`config.mk`:
```
export PLATFORM = sky130hd
export DESIGN_NAME = bpe_ram
export DESIGN_NICKNAME = d
export VERILOG_FILES = /design/src/hdl/assert_macros.svh /design/src/hdl/bpe_ram.sv
export SDC_FILE = /design/constraint.sdc
export NUM_CORES = 2
export LEC_CHECK = 0
export ABC_CLOCK_PERIOD_IN_PS = 2600
export BUFFER_PORTS_ARGS = -buffer_cell sky130_fd_sc_hd__clkbuf_2
export CORE_MARGIN = 2
export CORE_UTILIZATION = 36
export CTS_CLUSTER_SIZE = 30
export DETAILED_ROUTE_END_ITERATION = 8
export SETUP_SLACK_MARGIN = 0.3
export SLEW_MARGIN = 25
export SYNTH_ARGS = -nofsm -noshare
export SYNTH_HDL_FRONTEND = slang
export SYNTH_SLANG_ARGS = --single-unit
```
`constraint.sdc`:
```
create_clock -name clk -period 2.6 [get_ports clk]
set_clock_uncertainty 0.05 [all_clocks]
set_input_delay 0.13 -clock clk [delete_from_list [all_inputs] [get_ports clk]]
set_output_delay 0.13 -clock clk [all_outputs]
set_load 0.1 [all_outputs]
```
`src/hdl/assert_macros.svh`:
```
// ----------------------------------------------------------------------------
// assert_macros.svh
// Assertion shorthands shared by the byte-pair expander RTL.
// ----------------------------------------------------------------------------
`ifndef ASSERT_MACROS_SVH
`define ASSERT_MACROS_SVH

// condition holds at every clock edge out of reset
`define BPE_ASSERT_ALWAYS(lbl, cond) \
  lbl: assert property (@(posedge clk) disable iff (!rst_n) (cond)) \
    else $error("bpe invariant violated");

// consequent holds in the cycle after the antecedent
`define BPE_ASSERT_NEXT(lbl, ante, cons) \
  lbl: assert property (@(posedge clk) disable iff (!rst_n) (ante) |=> (cons)) \
    else $error("bpe next-cycle check violated");

`endif

```
`src/hdl/bpe_ram.sv`:
```
// ----------------------------------------------------------------------------
// bpe_ram
// Simple dual-port synchronous RAM, one write and one registered read port.
// ----------------------------------------------------------------------------
module bpe_ram #(
  parameter int DEPTH = 256,
  parameter int WIDTH = 8,
  localparam int AW = $clog2(DEPTH)
) (
  input  logic             clk,
  input  logic             we,
  input  logic [AW-1:0]    waddr,
  input  logic [WIDTH-1:0] wdata,
  input  logic             re,
  input  logic [AW-1:0]    raddr,
  output logic [WIDTH-1:0] rdata
);

  logic [WIDTH-1:0] mem [DEPTH];

  // write port
  always_ff @(posedge clk) begin
    if (we) begin
      mem[waddr] <= wdata;
    end
  end

  // registered read port
  always_ff @(posedge clk) begin
    if (re) begin
      rdata <= mem[raddr];
    end
  end

endmodule

```
After elaboration in Yosys (flattened, before gate mapping)
Memories as Yosys holds them, arrays and structs flattened. A register that Yosys moved wholly into a read port is not among the register bits.
Index checks and enable logic that the tools add are counted.
- $add $sub $neg: 0
- multipliers: 0
- div/mod/pow operators: 0
- magnitude comparators: 0
- eq/ne operators: 0
- shift-type cells: 0
- multiplexer cells: 2
- bitwise gates (word level): 0
- reduce and logical (&&, ||, !) cells: 0
- operator list (cell ; number):
    2-to-1 mux 1 bit ; 2
- register bits after elaboration: 0
- bits in latches: 0
- memory bits (writable): 2048
- bits in read-only memories: 0
- input port bits: 27
- memories kept: 1
- memory list (memory ; depth ; bits a word ; read ports ; clocked after memory_dff ; write ports ; RTL line ; source):
    mem ; 256 ; 8 ; 1 ; 1 ; 1 ; bpe_ram.sv:19 ; logic [WIDTH-1:0] mem [DEPTH];

Depth between registers and ports, before layout
- word-level depth: 2
- depth in mapped cells: 11

Least setup slack after synthesis
Ideal clock, no wire load.
- path kind: input to register
- from: input port raddr[0]
- to: register rdata[2] (read register of mem) (data pin)
- arrival: 1937 ps
- data required time: 2281 ps
- slack: 344 ps
- stages: 9
- cell sequence: buf_6 > buf_12 > buf_8 > buf_2 > mux4_2 > a22oi_1 > a21oi_1 > nor4_1 > nor4_2
- RTL lines (what ; RTL line ; source):
    from (decl) ; bpe_ram.sv:15 ; input logic [AW-1:0] raddr,
    to (decl) ; bpe_ram.sv:16 ; output logic [WIDTH-1:0] rdata

==> impl_metrics.json <==
{
  "status": "finished, final reports clean",
  "syn_area_um2": 79600,
  "n_fill_cell": 18700,
  "dr.first_iter.drc_count": 5306,
  "avgSynthCellArea_um2": 21.3,
  "rsz0062_at_grt": "yes",
  "dp_hpwl_mm": 138,
  "routed_wl_mm": 209,
  "power_density_nw_per_um2": 721,
  "worst_setup_path_start_kind": "flip-flop",
  "yosys_register_bits": 2056,
  "hold_viol": 0,
  "postPlaceCellArea_um2": 88600,
  "maxCapViolCount": 0,
  "ant_nets": 0,
  "start_util_pct": 36.2,
  "drive_gt1_share_pct": 33.7,
  "die_width_um": 474,
  "ys_seq_area_share_pct": 77.5,
  "finalSetupViolations": 0,
  "r2r_cells": 7,
  "combPwrFrac_pct": 5.9,
  "period_needed_ps": 2340,
  "whs_path_depth": 3,
  "hold_start": "we",
  "critPathTopFamily": "simple AND/OR/NAND/NOR gates",
  "cts_sinks": 2056,
  "finalNonFillerCells": 7597,
  "worst_slew_pin_slew_ps": 774,
  "cp_slowest_cell": "mux4_2",
  "coreArea_um2": 220000,
  "p_clk_share_pct": 40.9,
  "synth_top_area_share_pct": 77.5,
  "numPortBuffers": 34,
  "worst-path-max-fanout": 1,
  "synth_largest_area_cell": "edfxtp_1",
  "reg2reg_from": "mem[47][1]",
  "die-area_um2": 225000,
  "cts.path.max_buffers": 3,
  "via_count": 41100,
  "reg2reg_slack_ps": 260,
  "ys_async_sr_fraction_pct": 0,
  "timing.rr.end": "rdata[1]",
  "viasPerCell": 5.41,
  "p_int_mw": 53.9,
  "cts_buffers": 204,
  "arrival_ps": 2880,
  "timing.final.crit_share_pct": 90.0,
  "insertion_delay_ps": 840,
  "ir_drop_mv": 0.483,
  "clk_pin_slew_ps": 60,
  "min_path_type": "in -> reg",
  "slew_viol_final": 0,
  "post_drt_wl_per_cell_um": 27.5,
  "die_y_um": 474,
  "maxSlewHeadroom_pct": 48.4,
  "dp.cells": 7212,
  "min_to": "mem[141][4]",
  "cts-htree-levels": 4,
  "ys_top_cells_by_area": "edfxtp_1, mux4_2, mux2i_1",
  "path_buf_inv": 2,
  "synth_nets": 3760,
  "nets": 4503,
  "grt_max_degree": 98,
  "grt-ovfl-total": 0,
  "rows": 172,
  "crit_path_cell_trace": "mux4_2 > a22oi_2 > buf_6 > a21oi_4 > nor4_4 > buf_4 > nor4_2",
  "crit_type": "reg -> reg",
  "yosys_most_used_dff": "edfxtp_1",
  "post_cts_buffers": 0,
  "p_sw_share_pct": 21.8,
  "grtUsageTotal_pct": 18.5,
  "gp_congestion": 0.857,
  "cts_root_buffer": "clkbuf_16",
  "antenna_found_initial": 20,
  "multi_input_area_um2": 16900,
  "synth_cells": 3733,
  "drc": 0,
  "worst_ep_required_time_ps": 3140,
  "stdcell_area_um2": 95500,
  "register_area_um2": 61700,
  "area_growth_pct": 20.0,
  "end_kind": "flip-flop",
  "cts_tree": "yes",
  "yosysWarnings": 0,
  "yosys.cell_types.count": 54,
  "grt_pass1_vias": 41600,
  "seqPwrFrac_pct": 53.1,
  "max_stage_delay_ps": 500,
  "p_sw_mw": 15.0,
  "dr.pass1.iters": 5,
  "io_pins": 35,
  "fmax_ghz": 0.427,
  "synth_edf_count": 2056,
  "p_leak_nw": 30.7,
  "grt_pass1_wl_mm": 301
}
[per-layer routing]
metal  routed length [µm]  share of wire [%]  GRT usage, %  up-vias
met5                    0                  0             0        -
met4                 6050                2.9          5.35        0
met3                16600                7.9          2.84      308
met2                99300                 48          29.5     1833
met1                86700                 42          26.4    21800
li1                     -                  -             -    17200
[worst min-delay path, cell delays in order]
cell	delay, ps
clkbuf_2	230
nand4_1	300
nor2_1	100
[sequential cells by signal (all words and copies together) (netlist names)]
name,cells
mem,2048
rdata,8
[per-stage QoR]
step	power (mW)	TNS (ps)	hold WS [ps]	worst slack, ps	utilization (%)
after CTS	69.4	0	2.83	242	43.4
after floorplan	39.2	0	179	344	-
after global placement	41.3	-3750	526	-1120	40.3
final	68.9	0	78.2	259	43.5
after detailed placement	41.3	-3360	514	-750	40.3
after global routing	70.9	0	47.8	239	43.5
[power by group through the flow]
stage / registers [mW] / logic, mW / clock network (mW)
6_report: 36.6 / 4.09 / 28.2
5_1_grt: 36.6 / 4.31 / 30.0
4_1_cts: 36.6 / 4.07 / 28.7
3_5_place_dp: 37.3 / 4.00 / 0
3_3_place_gp: 37.3 / 3.95 / 0
2_1_floorplan: 37.4 / 1.78 / 0
[Yosys cell counts, types with 2 or more instances]
cell type,count
buf_2,31
nor3_1,22
buf_8,13
o32ai_1,4
a22o_1,8
nand3_1,34
clkbuf_1,111
o221ai_1,46
a211oi_1,16
edfxtp_1,2056
nor2b_1,31
and3b_1,2
buf_12,8
mux4_2,454
o21ai_1,2
a2111oi_0,2
or2_2,4
nand4_1,10
nor2_1,282
nor4_1,24
mux2i_1,134
buf_6,21
buf_4,27
a221oi_1,13
nand2b_1,8
o211ai_1,10
a311oi_1,2
a2111oi_1,2
nand2_1,33
nor4_2,3
o21ai_0,10
and2_1,6
mux4_1,2
a21oi_1,96
a31oi_1,2
o22a_1,5
nand3b_1,2
a22oi_1,133
o22ai_1,28
buf_1,22
[final cells by class]
cell class                 instances  share of cell area [%]
clock buffer                     250                    5.59
multi-input combinational       1442                    17.7
antenna                            5                  0.0131
timing repair buffer             770                    7.12
sequential                      2056                    64.6
inverter                           2                 0.00786
tap                             2958                    3.87
clock inverter                   114                    1.07
[repair_timing]
action | in CTS | in global routing
pin swaps | 14 | 13
endpoints found under the setup margin | 7 | 8
endpoints found under the hold margin | 1510 | 0
resized for setup | 35 | 40
hold buffers | 16 | 0
[cells in the final DEF (no fill, tap or decap), types with 50 or more instances in the layout]
cell / count
buf_12: 76
mux2i_1: 134
a22oi_1: 125
edfxtp_1: 2056
clkbuf_16: 207
buf_4: 644
a21oi_1: 93
clkinv_1: 50
nor2_1: 274
mux4_2: 455
[how the worst max path moves through the flow]
stage,depth (start not counted),end,from,slack (ps)
floorplan,9,rdata[2],raddr[0],340
global placement,11,rdata[1],raddr[0],-1120
detailed placement,11,rdata[1],raddr[0],-750
CTS,7,rdata[1],mem[49][1],240
global route,6,rdata[2],mem[64][2],240
finish,7,rdata[1],mem[47][1],260
[cells by family after synthesis]
family | count (synthesis) | synth area share (%)
AOI/OAI and AO/OA | 385 | 3.42
buffers and inverters | 235 | 1.83
DFF | 2056 | 77.5
muxes | 591 | 14.6
and+or+nand+nor | 466 | 2.63
(Power assumes the default switching activity.)
